$ cat config.mk
export PLATFORM = sky130hd
export DESIGN_NAME = roi_rectangle_color_average_unit
export DESIGN_NICKNAME = d
export VERILOG_FILES = /design/src/design/roi_avg_pkg.sv /design/src/design/roi_avg_queue.sv /design/src/design/roi_avg_front.sv /design/src/design/roi_avg_accum.sv /design/src/design/roi_avg_div.sv /design/src/design/roi_rectangle_color_average_unit.sv
export SDC_FILE = /design/constraint.sdc
export NUM_CORES = 2
export LEC_CHECK = 0
export ABC_AREA = 1
export BUFFER_PORTS_ARGS = -buffer_cell sky130_fd_sc_hd__buf_2
export CORE_ASPECT_RATIO = 1.4
export CORE_UTILIZATION = 40
export CTS_CLUSTER_DIAMETER = 100
export CTS_CLUSTER_SIZE = 12
export DETAILED_ROUTE_END_ITERATION = 8
export PLACE_DENSITY = 0.61
export SYNTH_ARGS = -nofsm -noshare
export SYNTH_HDL_FRONTEND = slang
export SYNTH_SLANG_ARGS = --single-unit
export TNS_END_PERCENT = 30
$ cat constraint.sdc
create_clock -name clk -period 17.9 [get_ports clk]
set_input_delay 1.79 -clock clk [delete_from_list [all_inputs] [get_ports clk]]
set_output_delay 1.79 -clock clk [all_outputs]
set_load 0.01 [all_outputs]
$ cat src/design/roi_avg_pkg.sv
// Shared types, codes and helpers of the region-of-interest color averager.
// No dependencies; every module of the block imports this package.
package roi_avg_pkg;

    localparam int IN_W       = 16;   // width of a sample port
    localparam int AVG_W      = 24;   // Q16.8 average
    localparam int FRAC_BITS  = 8;
    localparam int CFG_IDX_W  = 3;
    localparam int CFG_DATA_W = 16;
    localparam int CORNER_W   = 16;
    localparam int DIM_REG_W  = 11;
    localparam int NUM_CH     = 4;
    localparam int QDEPTH     = 4;    // front-to-back queue entries

    localparam logic [AVG_W-1:0] ONE_Q8 = AVG_W'(256);

    localparam logic [CFG_IDX_W-1:0] CFG_CORNER_A_X  = 3'd0;
    localparam logic [CFG_IDX_W-1:0] CFG_CORNER_A_Y  = 3'd1;
    localparam logic [CFG_IDX_W-1:0] CFG_CORNER_B_X  = 3'd2;
    localparam logic [CFG_IDX_W-1:0] CFG_CORNER_B_Y  = 3'd3;
    localparam logic [CFG_IDX_W-1:0] CFG_FRAME_W     = 3'd4;
    localparam logic [CFG_IDX_W-1:0] CFG_FRAME_H     = 3'd5;
    localparam logic [CFG_IDX_W-1:0] CFG_PIXEL_FMT   = 3'd6;

    typedef enum logic [1:0] {
        FMT_L    = 2'd0,
        FMT_LA   = 2'd1,
        FMT_RGB  = 2'd2,
        FMT_RGBA = 2'd3
    } fmt_t;

    // coordinates wide enough for a signed corner and a zero-extended dimension
    typedef logic signed [CORNER_W:0] coord_t;

    // per-pixel control carried from the front to the back
    typedef struct packed {
        logic last;    // pixel closes the frame
        logic empty;   // clamped rectangle holds no pixel
        fmt_t fmt;
    } px_ctrl_t;

    function automatic coord_t span_lo(logic signed [CORNER_W-1:0] a,
                                       logic signed [CORNER_W-1:0] b);
        coord_t mn;
        mn = (a < b) ? coord_t'(a) : coord_t'(b);
        return (mn < 0) ? coord_t'(0) : mn;
    endfunction

    function automatic coord_t span_hi(logic signed [CORNER_W-1:0] a,
                                       logic signed [CORNER_W-1:0] b,
                                       coord_t dim);
        coord_t mx;
        mx = (a < b) ? coord_t'(b) : coord_t'(a);
        return (mx > dim) ? dim : mx;
    endfunction

endpackage

$ cat src/design/roi_avg_queue.sv
// Small register queue between the pixel front and the accumulating back.
// Depends on roi_avg_pkg for the depth.
module roi_avg_queue
    import roi_avg_pkg::*;
#(
    parameter int WIDTH = 8
) (
    input  logic             clk,
    input  logic             rst_n,
    input  logic             wr_en,
    input  logic [WIDTH-1:0] wr_data,
    input  logic             rd_en,
    output logic [WIDTH-1:0] rd_data,
    output logic             full,
    output logic             not_empty
);

    localparam int PTR_W = $clog2(QDEPTH);
    localparam int CNT_W = $clog2(QDEPTH + 1);

    logic [WIDTH-1:0] mem_reg [QDEPTH];
    logic [PTR_W-1:0] wr_ptr_reg, wr_ptr_next;
    logic [PTR_W-1:0] rd_ptr_reg, rd_ptr_next;
    logic [CNT_W-1:0] count_reg, count_next;

    assign full      = (count_reg == CNT_W'(QDEPTH));
    assign not_empty = (count_reg != '0);
    assign rd_data   = mem_reg[rd_ptr_reg];

    always_comb
    begin
        wr_ptr_next = wr_en ? wr_ptr_reg + 1'b1 : wr_ptr_reg;
        rd_ptr_next = rd_en ? rd_ptr_reg + 1'b1 : rd_ptr_reg;
        count_next  = count_reg + CNT_W'(wr_en) - CNT_W'(rd_en);
    end

    always_ff @(posedge clk)
    begin
        if (wr_en)
        begin
            mem_reg[wr_ptr_reg] <= wr_data;
        end
    end

    always_ff @(posedge clk or negedge rst_n)
    begin
        if (!rst_n)
        begin
            wr_ptr_reg <= '0;
            rd_ptr_reg <= '0;
            count_reg  <= '0;
        end
        else
        begin
            wr_ptr_reg <= wr_ptr_next;
            rd_ptr_reg <= rd_ptr_next;
            count_reg  <= count_next;
        end
    end

endmodule

$ cat src/design/roi_avg_front.sv
// Front of the averager: configuration registers, raster counters, and the
// per-pixel rectangle test. Depends on roi_avg_pkg.
module roi_avg_front
    import roi_avg_pkg::*;
#(
    parameter int MAX_DIM     = 1024,
    parameter int SAMPLE_BITS = 16,
    parameter int DIM_W       = $clog2(MAX_DIM + 1),
    parameter int CNT_W       = 2 * DIM_W
) (
    input  logic                  clk,
    input  logic                  rst_n,
    input  logic                  cfg_valid,
    output logic                  cfg_ready,
    input  logic [CFG_IDX_W-1:0]  cfg_index,
    input  logic [CFG_DATA_W-1:0] cfg_data,
    input  logic                  px_take,
    input  logic [IN_W-1:0]       sample_ch0,
    input  logic [IN_W-1:0]       sample_ch1,
    input  logic [IN_W-1:0]       sample_ch2,
    input  logic [IN_W-1:0]       sample_ch3,
    output px_ctrl_t              px_ctrl,
    output logic [CNT_W-1:0]      px_count,
    output logic [NUM_CH-1:0][SAMPLE_BITS-1:0] px_samples
);

    localparam int POS_W = (MAX_DIM > 1) ? $clog2(MAX_DIM) : 1;

    logic signed [CORNER_W-1:0] ax_reg, ay_reg, bx_reg, by_reg;
    logic [DIM_REG_W-1:0]       fw_reg, fh_reg;
    fmt_t                       fmt_reg;
    logic [POS_W-1:0]           col_reg, col_next;
    logic [POS_W-1:0]           row_reg, row_next;

    logic [DIM_W-1:0] w_eff, h_eff;
    coord_t           xlo, xhi, ylo, yhi, col_s, row_s;
    logic             in_rect, col_wrap, row_wrap, rect_empty;
    logic [DIM_W-1:0] x_span, y_span;
    logic [NUM_CH-1:0][SAMPLE_BITS-1:0] raw;

    assign cfg_ready = 1'b1;

    always_comb
    begin
        if (fw_reg == '0)
            w_eff = DIM_W'(1);
        else if (32'(fw_reg) > MAX_DIM)
            w_eff = DIM_W'(MAX_DIM);
        else
            w_eff = DIM_W'(fw_reg);
        if (fh_reg == '0)
            h_eff = DIM_W'(1);
        else if (32'(fh_reg) > MAX_DIM)
            h_eff = DIM_W'(MAX_DIM);
        else
            h_eff = DIM_W'(fh_reg);
    end

    always_comb
    begin
        xlo   = span_lo(ax_reg, bx_reg);
        xhi   = span_hi(ax_reg, bx_reg, coord_t'(w_eff));
        ylo   = span_lo(ay_reg, by_reg);
        yhi   = span_hi(ay_reg, by_reg, coord_t'(h_eff));
        col_s = coord_t'(col_reg);
        row_s = coord_t'(row_reg);

        in_rect    = (col_s >= xlo) && (col_s < xhi) && (row_s >= ylo) && (row_s < yhi);
        rect_empty = !((xhi > xlo) && (yhi > ylo));
        x_span     = DIM_W'(xhi - xlo);
        y_span     = DIM_W'(yhi - ylo);

        // row ends once col+1 reaches the width, also when the width shrank
        col_wrap = !((DIM_W + 1)'(col_reg) + 1'b1 < (DIM_W + 1)'(w_eff));
        row_wrap = !((DIM_W + 1)'(row_reg) + 1'b1 < (DIM_W + 1)'(h_eff));
        col_next = col_wrap ? '0 : col_reg + 1'b1;
        row_next = col_wrap ? (row_wrap ? '0 : row_reg + 1'b1) : row_reg;
    end

    assign raw[0] = sample_ch0[SAMPLE_BITS-1:0];
    assign raw[1] = sample_ch1[SAMPLE_BITS-1:0];
    assign raw[2] = sample_ch2[SAMPLE_BITS-1:0];
    assign raw[3] = sample_ch3[SAMPLE_BITS-1:0];

    // zero what must not be summed: pixel outside, or channel beyond the format
    always_comb
    begin
        for (int c = 0; c < NUM_CH; c++)
        begin
            px_samples[c] = (in_rect && (c <= int'(fmt_reg))) ? raw[c] : '0;
        end
        px_ctrl.last  = col_wrap && row_wrap;
        px_ctrl.empty = rect_empty;
        px_ctrl.fmt   = fmt_reg;
        px_count      = rect_empty ? '0 : CNT_W'(x_span) * CNT_W'(y_span);
    end

    always_ff @(posedge clk or negedge rst_n)
    begin
        if (!rst_n)
        begin
            ax_reg  <= '0;
            ay_reg  <= '0;
            bx_reg  <= '0;
            by_reg  <= '0;
            fw_reg  <= DIM_REG_W'(1024);
            fh_reg  <= DIM_REG_W'(1024);
            fmt_reg <= FMT_RGBA;
        end
        else if (cfg_valid)
        begin
            unique case (cfg_index)
                CFG_CORNER_A_X: ax_reg  <= cfg_data;
                CFG_CORNER_A_Y: ay_reg  <= cfg_data;
                CFG_CORNER_B_X: bx_reg  <= cfg_data;
                CFG_CORNER_B_Y: by_reg  <= cfg_data;
                CFG_FRAME_W:    fw_reg  <= cfg_data[DIM_REG_W-1:0];
                CFG_FRAME_H:    fh_reg  <= cfg_data[DIM_REG_W-1:0];
                CFG_PIXEL_FMT:  fmt_reg <= fmt_t'(cfg_data[1:0]);
                default:        ;
            endcase
        end
    end

    always_ff @(posedge clk or negedge rst_n)
    begin
        if (!rst_n)
        begin
            col_reg <= '0;
            row_reg <= '0;
        end
        else if (px_take)
        begin
            col_reg <= col_next;
            row_reg <= row_next;
        end
    end

endmodule

$ cat src/design/roi_avg_accum.sv
// Back half, first part: pops classified pixels and adds them into the
// four channel sums; hands the sums over at frame end. Depends on roi_avg_pkg.
module roi_avg_accum
    import roi_avg_pkg::*;
#(
    parameter int SAMPLE_BITS = 16,
    parameter int SUM_W       = 38
) (
    input  logic                                clk,
    input  logic                                rst_n,
    input  logic                                q_valid,
    input  px_ctrl_t                            q_ctrl,
    input  logic [NUM_CH-1:0][SAMPLE_BITS-1:0]  q_samples,
    output logic                                q_pop,
    input  logic                                div_ready,
    output logic                                div_start,
    output logic [NUM_CH-1:0][SUM_W-1:0]        frame_sums
);

    logic [NUM_CH-1:0][SUM_W-1:0] sums_reg, sums_next;

    // a frame-closing pixel waits until the divider is free
    assign q_pop     = q_valid && (!q_ctrl.last || div_ready);
    assign div_start = q_pop && q_ctrl.last;

    always_comb
    begin
        for (int c = 0; c < NUM_CH; c++)
        begin
            frame_sums[c] = sums_reg[c] + SUM_W'(q_samples[c]);
        end
        sums_next = sums_reg;
        if (q_pop)
        begin
            sums_next = q_ctrl.last ? '0 : frame_sums;
        end
    end

    always_ff @(posedge clk or negedge rst_n)
    begin
        if (!rst_n)
            sums_reg <= '0;
        else
            sums_reg <= sums_next;
    end

endmodule

$ cat src/design/roi_avg_div.sv
// Back half, second part: restoring divider run on four lanes at once,
// format swizzle and the result register. Depends on roi_avg_pkg.
module roi_avg_div
    import roi_avg_pkg::*;
#(
    parameter int SUM_W = 38,
    parameter int CNT_W = 22
) (
    input  logic                          clk,
    input  logic                          rst_n,
    input  logic                          start,
    input  logic [NUM_CH-1:0][SUM_W-1:0]  sums,
    input  logic [CNT_W-1:0]              count,
    input  px_ctrl_t                      ctrl,
    output logic                          ready,
    input  logic                          pop,
    output logic                          res_valid,
    output logic [AVG_W-1:0]              avg_red,
    output logic [AVG_W-1:0]              avg_green,
    output logic [AVG_W-1:0]              avg_blue,
    output logic [AVG_W-1:0]              avg_alpha,
    output logic                          region_empty
);

    localparam int DIVD_W = SUM_W + FRAC_BITS;
    localparam int STEP_W = $clog2(DIVD_W + 1);

    typedef enum logic [2:0] {
        DIV_IDLE = 3'b001,
        DIV_RUN  = 3'b010,
        DIV_DONE = 3'b100
    } div_state_t;

    div_state_t                    state_reg, state_next;
    logic [STEP_W-1:0]             step_reg, step_next;
    logic [NUM_CH-1:0][DIVD_W-1:0] dvd_reg, dvd_next;
    logic [NUM_CH-1:0][CNT_W-1:0]  rem_reg, rem_next;
    logic [NUM_CH-1:0][AVG_W-1:0]  quo_reg, quo_next;
    logic [CNT_W-1:0]              dsr_reg, dsr_next;
    px_ctrl_t                      ctrl_reg, ctrl_next;

    logic                          out_valid_reg, out_valid_next;
    logic [NUM_CH-1:0][AVG_W-1:0]  out_reg, out_next;
    logic                          out_empty_reg, out_empty_next;

    logic [CNT_W:0]                trial [NUM_CH];
    logic                          load_out;
    logic [NUM_CH-1:0][AVG_W-1:0]  swz;

    assign ready = (state_reg == DIV_IDLE);
    assign load_out = (state_reg == DIV_DONE) && (!out_valid_reg || pop);

    // swizzle by format; an empty region gives zeros with no swizzle
    always_comb
    begin
        swz = quo_reg;
        if (ctrl_reg.empty)
        begin
            swz = '0;
        end
        else
        begin
            unique case (ctrl_reg.fmt)
                FMT_L:
                begin
                    swz[1] = quo_reg[0];
                    swz[2] = quo_reg[0];
                    swz[3] = ONE_Q8;
                end
                FMT_LA:
                begin
                    swz[1] = quo_reg[0];
                    swz[2] = quo_reg[0];
                    swz[3] = quo_reg[1];
                end
                FMT_RGB:  swz[3] = ONE_Q8;
                FMT_RGBA: ;
                default:  ;
            endcase
        end
    end

    always_comb
    begin
        state_next = state_reg;
        step_next  = step_reg;
        dvd_next   = dvd_reg;
        rem_next   = rem_reg;
        quo_next   = quo_reg;
        dsr_next   = dsr_reg;
        ctrl_next  = ctrl_reg;
        for (int c = 0; c < NUM_CH; c++)
        begin
            trial[c] = {rem_reg[c], dvd_reg[c][DIVD_W-1]};
        end

        unique case (state_reg)
            DIV_IDLE:
            begin
                if (start)
                begin
                    for (int c = 0; c < NUM_CH; c++)
                    begin
                        dvd_next[c] = {sums[c], FRAC_BITS'(0)};
                    end
                    rem_next   = '0;
                    quo_next   = '0;
                    dsr_next   = count;
                    ctrl_next  = ctrl;
                    step_next  = STEP_W'(DIVD_W);
                    state_next = DIV_RUN;
                end
            end
            DIV_RUN:
            begin
                // one quotient bit per lane per cycle; high bits fall off the top
                for (int c = 0; c < NUM_CH; c++)
                begin
                    dvd_next[c] = {dvd_reg[c][DIVD_W-2:0], 1'b0};
                    if (trial[c] >= {1'b0, dsr_reg})
                    begin
                        rem_next[c] = CNT_W'(trial[c] - {1'b0, dsr_reg});
                        quo_next[c] = {quo_reg[c][AVG_W-2:0], 1'b1};
                    end
                    else
                    begin
                        rem_next[c] = CNT_W'(trial[c]);
                        quo_next[c] = {quo_reg[c][AVG_W-2:0], 1'b0};
                    end
                end
                step_next = step_reg - 1'b1;
                if (step_reg == STEP_W'(1))
                begin
                    state_next = DIV_DONE;
                end
            end
            DIV_DONE:
            begin
                if (load_out)
                begin
                    state_next = DIV_IDLE;
                end
            end
            default: state_next = DIV_IDLE;
        endcase
    end

    always_comb
    begin
        out_next       = out_reg;
        out_empty_next = out_empty_reg;
        priority if (load_out)
        begin
            out_next       = swz;
            out_empty_next = ctrl_reg.empty;
            out_valid_next = 1'b1;
        end
        else if (pop)
        begin
            out_valid_next = 1'b0;
        end
        else
        begin
            out_valid_next = out_valid_reg;
        end
    end

    always_ff @(posedge clk)
    begin
        step_reg      <= step_next;
        dvd_reg       <= dvd_next;
        rem_reg       <= rem_next;
        quo_reg       <= quo_next;
        dsr_reg       <= dsr_next;
        ctrl_reg      <= ctrl_next;
        out_reg       <= out_next;
        out_empty_reg <= out_empty_next;
    end

    always_ff @(posedge clk or negedge rst_n)
    begin
        if (!rst_n)
        begin
            state_reg     <= DIV_IDLE;
            out_valid_reg <= 1'b0;
        end
        else
        begin
            state_reg     <= state_next;
            out_valid_reg <= out_valid_next;
        end
    end

    assign res_valid    = out_valid_reg;
    assign avg_red      = out_reg[0];
    assign avg_green    = out_reg[1];
    assign avg_blue     = out_reg[2];
    assign avg_alpha    = out_reg[3];
    assign region_empty = out_empty_reg;

endmodule

$ cat src/design/roi_rectangle_color_average_unit.sv
// Top level of the region-of-interest color averager: front, queue,
// accumulator and divider. Depends on roi_avg_pkg and the roi_avg_* modules.
//
//   channel   | handshake           | payload
//   ----------+---------------------+----------------------------------------
//   pixel in  | push / full         | sample_ch0 .. sample_ch3
//   result    | pop / empty         | avg_red, avg_green, avg_blue, avg_alpha,
//             |                     | region_empty
//   config    | cfg_valid/cfg_ready | cfg_index, cfg_data
//
// One pixel per cycle while full is low; a pixel goes into the queue, then into
// the sums when the accumulator pops it. A frame end runs a bit-serial divide
// of the four sums by the pixel count; the next frame end is taken only once the
// divider has loaded its result register and is idle again. full rises only
// when a frame ends while the divider is busy or holds an unpopped result;
// cfg_ready is always high. rst_n resets control, sums and settings; no clearing pass.
module roi_rectangle_color_average_unit
    import roi_avg_pkg::*;
#(
    parameter int MAX_DIM     = 1024,
    parameter int SAMPLE_BITS = 16
) (
    input  logic                  clk,
    input  logic                  rst_n,
    input  logic                  push,
    output logic                  full,
    input  logic [IN_W-1:0]       sample_ch0,
    input  logic [IN_W-1:0]       sample_ch1,
    input  logic [IN_W-1:0]       sample_ch2,
    input  logic [IN_W-1:0]       sample_ch3,
    output logic                  empty,
    input  logic                  pop,
    output logic [AVG_W-1:0]      avg_red,
    output logic [AVG_W-1:0]      avg_green,
    output logic [AVG_W-1:0]      avg_blue,
    output logic [AVG_W-1:0]      avg_alpha,
    output logic                  region_empty,
    input  logic                  cfg_valid,
    output logic                  cfg_ready,
    input  logic [CFG_IDX_W-1:0]  cfg_index,
    input  logic [CFG_DATA_W-1:0] cfg_data
);

    localparam int DIM_W  = $clog2(MAX_DIM + 1);
    localparam int CNT_W  = 2 * DIM_W;
    localparam int SUM_W  = SAMPLE_BITS + CNT_W;
    localparam int SMP_W  = NUM_CH * SAMPLE_BITS;
    localparam int ITEM_W = $bits(px_ctrl_t) + CNT_W + SMP_W;

    logic                               px_take;
    px_ctrl_t                           f_ctrl, q_ctrl;
    logic [CNT_W-1:0]                   f_count, q_count;
    logic [NUM_CH-1:0][SAMPLE_BITS-1:0] f_samples, q_samples;
    logic [ITEM_W-1:0]                  q_rd_data;
    logic                               q_valid, q_pop;
    logic                               div_ready, div_start, res_valid;
    logic [NUM_CH-1:0][SUM_W-1:0]       frame_sums;

    assign px_take = push && !full;

    roi_avg_front #(
        .MAX_DIM     (MAX_DIM),
        .SAMPLE_BITS (SAMPLE_BITS),
        .DIM_W       (DIM_W),
        .CNT_W       (CNT_W)
    ) u_front (
        .clk        (clk),
        .rst_n      (rst_n),
        .cfg_valid  (cfg_valid),
        .cfg_ready  (cfg_ready),
        .cfg_index  (cfg_index),
        .cfg_data   (cfg_data),
        .px_take    (px_take),
        .sample_ch0 (sample_ch0),
        .sample_ch1 (sample_ch1),
        .sample_ch2 (sample_ch2),
        .sample_ch3 (sample_ch3),
        .px_ctrl    (f_ctrl),
        .px_count   (f_count),
        .px_samples (f_samples)
    );

    roi_avg_queue #(
        .WIDTH (ITEM_W)
    ) u_queue (
        .clk       (clk),
        .rst_n     (rst_n),
        .wr_en     (px_take),
        .wr_data   ({f_ctrl, f_count, f_samples}),
        .rd_en     (q_pop),
        .rd_data   (q_rd_data),
        .full      (full),
        .not_empty (q_valid)
    );

    assign {q_ctrl, q_count, q_samples} = q_rd_data;

    roi_avg_accum #(
        .SAMPLE_BITS (SAMPLE_BITS),
        .SUM_W       (SUM_W)
    ) u_accum (
        .clk        (clk),
        .rst_n      (rst_n),
        .q_valid    (q_valid),
        .q_ctrl     (q_ctrl),
        .q_samples  (q_samples),
        .q_pop      (q_pop),
        .div_ready  (div_ready),
        .div_start  (div_start),
        .frame_sums (frame_sums)
    );

    roi_avg_div #(
        .SUM_W (SUM_W),
        .CNT_W (CNT_W)
    ) u_div (
        .clk          (clk),
        .rst_n        (rst_n),
        .start        (div_start),
        .sums         (frame_sums),
        .count        (q_count),
        .ctrl         (q_ctrl),
        .ready        (div_ready),
        .pop          (pop),
        .res_valid    (res_valid),
        .avg_red      (avg_red),
        .avg_green    (avg_green),
        .avg_blue     (avg_blue),
        .avg_alpha    (avg_alpha),
        .region_empty (region_empty)
    );

    assign empty = !res_valid;

endmodule

==> metrics.txt <==
routability cong. 0.902; Final min period 11700 ps; final worst path period share 65.4%; PortBufs 186; ANT nets after route 0; Crit. End Element flip-flop; setup ws final 6200 ps; pin count of the biggest net entering global routing 125; synth top area cells edfxtp_1, dfrtp_1, ha_1; initial antenna violation count 4; worst slew pin tran 1090 ps; Yosys warnings 0; Worst Hold Depth 2; routed len/inst 18.0 um; WL final 155 mm; TritonCTS clock tree yes; crit-path most repeated cell nand2_1; Reg2Reg Depth 57; Post-DP HPWL 108 mm; Synth async-reset ratio 24.7%; area share of the largest cell type after synthesis 40.8%; First DRT Iteration DRCs 2630; Netlist cell types 70; Syn Area/Cell 9.41 um2; Seq. cell area 31500 um2; EDFF count, synth 824; DR pass1 iterations 6; vias in the first global route 44500; cts repair resizes 0; largest family of logic cells by synthesized area simple AND/OR/NAND/NOR gates; Post-Synth Adder-Cell Area 10.5%; CP peak stage delay 680 ps; worst flop-to-flop path startpoint u_front.bx_reg[15]; post-route setup TNS 0 ps; sequential fraction of the synthesis area 52.0%; max reg flops 360; Core Footprint 150000 um2; simple-gate portion of the synthesized area 15.7%; pins over their slew limit 0; full die area 153000 um2; crit-path max FO 48; Crit path required time 18440 ps; initial core utilization 40.4%; pre-CTS WS 6290 ps; clk_lat worst skew 750 ps; Clock Path Buffers 3; post-synth top area cell edfxtp_1; CP max stage cell xnor2_1; flops & latches, synth 1095; max cap viols 0; Critical Path AT 12240 ps; Filler Cell Count 14500; RSZ-0062 raised after global routing false; compound-gate portion of the synthesized area 12.6%; ys flop type edfxtp_1; Min-Delay Path Class flip-flop to flip-flop; vias 45100; Vias/cell 5.25; WHS Endpoint u_front.bx_reg[4]; area of the multi-input gates 25300 um2; Worst Skew 53.3 ps; Post-Synthesis Cells 6449; syn nets 6990; die width 331 um; type of origin of the critical path flip-flop; Overflow after GRT 0; clock root buffer clkbuf_16; fmax 85.5 MHz; Layout area overhead 9.92%; row cnt 168; DRC Markers 0; Final Setup Violations 0; hold slack 487 ps; layout cell share with drive strength beyond 1 6.98%; status complete, no violations; R2R Setup Slk 6200 ps; htree depth 3; Hold Path Origin u_front.bx_reg[4]; IO Count 188; first-pass GRT wire length 243 mm; synthesized cell area 60700 um2; utilization after layout 44.4%; CTS Hold Bufs 0; Clock Pin Slew Worst Setup and Hold Paths 70 ps; final hold viol count 0; GRT Total Usage 20.0%; Die Ht 463 um; mux cell area share after synthesis 0%; Worst slew margin 26.9%; clock buffer count from CTS 102; Final nets 7098; Setup Fix Bufs, Post-CTS 0; Post-Synth XOR/XNOR Area 2.89%; clock sink count 1095; reg-to-reg endpoint u_queue.mem_reg[3][85]; Worst Path Class, Setup flip-flop to flip-flop
==> per-layer routing <==
| layer | share of wire, % | GRT usage (%) |
|---|---|---|
| met1 | 43 | 25.1 |
| met2 | 50 | 35.4 |
| met3 | 4.0 | 2.48 |
| met4 | 2.9 | 6.37 |
| met5 | 0.0071 | 0 |
==> cells by family after synthesis <==
group | count (synthesis)
other | 1
buffers and inverters | 1023
flip-flops | 1095
AO/OA/AOI/OAI | 1409
adder cells (fa/ha/maj) | 453
AND/OR/NAND/NOR | 2268
XOR/XNOR | 200
==> layout make-up <==
class | instances | area share [%]
flip-flops and latches | 1095 | 47.3
multi-input cells | 4331 | 38.0
inverters | 795 | 4.49
clock buffers | 182 | 4.39
well taps | 1955 | 3.67
repair buffers | 232 | 1.95
clock inverters | 8 | 0.249
diodes | 2 | 0.00750
==> stage by stage <==
stage,std cells,cell area (um2)
2_1_floorplan,6449,60700
3_3_place_gp,8408,63600
3_5_place_dp,8408,63600
4_1_cts,8598,66700
5_1_grt,8599,66700
6_report,8600,66700
==> layout by cell type (no fill, tap or decap), types with 45 or more instances in the layout <==
cell | synthesis | final
a21oi_1 | 387 | 387
ha_1 | 362 | 362
edfxtp_1 | 824 | 824
clkbuf_16 | 0 | 105
clkbuf_1 | 198 | 76
dfrtp_1 | 266 | 264
nor2_1 | 620 | 614
nand4_1 | 46 | 46
o21ai_0 | 727 | 727
buf_4 | 3 | 45
xnor2_1 | 81 | 81
nand2_1 | 1189 | 1188
buf_2 | 7 | 185
nand3_1 | 216 | 216
fa_1 | 91 | 91
nor3_1 | 72 | 71
o22ai_1 | 146 | 146
xor2_1 | 119 | 119
inv_1 | 783 | 780
==> Yosys cell counts (9+ instances only) <==
master    instances
nand2_1        1189
edfxtp_1        824
inv_1           783
o21ai_0         727
nor2_1          620
a21oi_1         387
ha_1            362
dfrtp_1         266
nand3_1         216
clkbuf_1        198
o22ai_1         146
xor2_1          119
fa_1             91
xnor2_1          81
nor3_1           72
nand4_1          46
or2_2            30
o211ai_1         25
o21ai_1          23
nor2_4           20
nor4_1           17
buf_1            15
nor3b_1          11
a211oi_1         10
a21o_1           10
a31oi_1          10
nor2_2           10
nand3b_1          9
==> worst max-delay path by stage <==
| stage | cells past startpoint | end | startpoint |
|---|---|---|---|
| global placement | 57 | u_queue.mem_reg[0][85] | u_front.bx_reg[15] |
| detailed placement | 57 | u_queue.mem_reg[0][85] | u_front.bx_reg[15] |
| floorplan | 62 | u_queue.mem_reg[0][85] | u_front.bx_reg[15] |
| global route | 57 | u_queue.mem_reg[3][85] | u_front.bx_reg[15] |
| CTS | 57 | u_queue.mem_reg[3][85] | u_front.bx_reg[15] |
| finish | 57 | u_queue.mem_reg[3][85] | u_front.bx_reg[15] |
==> worst max-delay path: cells and delay by family, from the launching register on <==
family                     cells  cell delay (ps)
AOI/OAI and AO/OA              9             1720
and+or+nand+nor               31             4160
xor gates and xnor gates       2              820
adders and majority gates      9             3990
DFF                            1              400
buffers and inverters          6              360
Power is not shown: default switching activity piles up to over one toggle a cycle in this logic, so the estimate is an artifact.
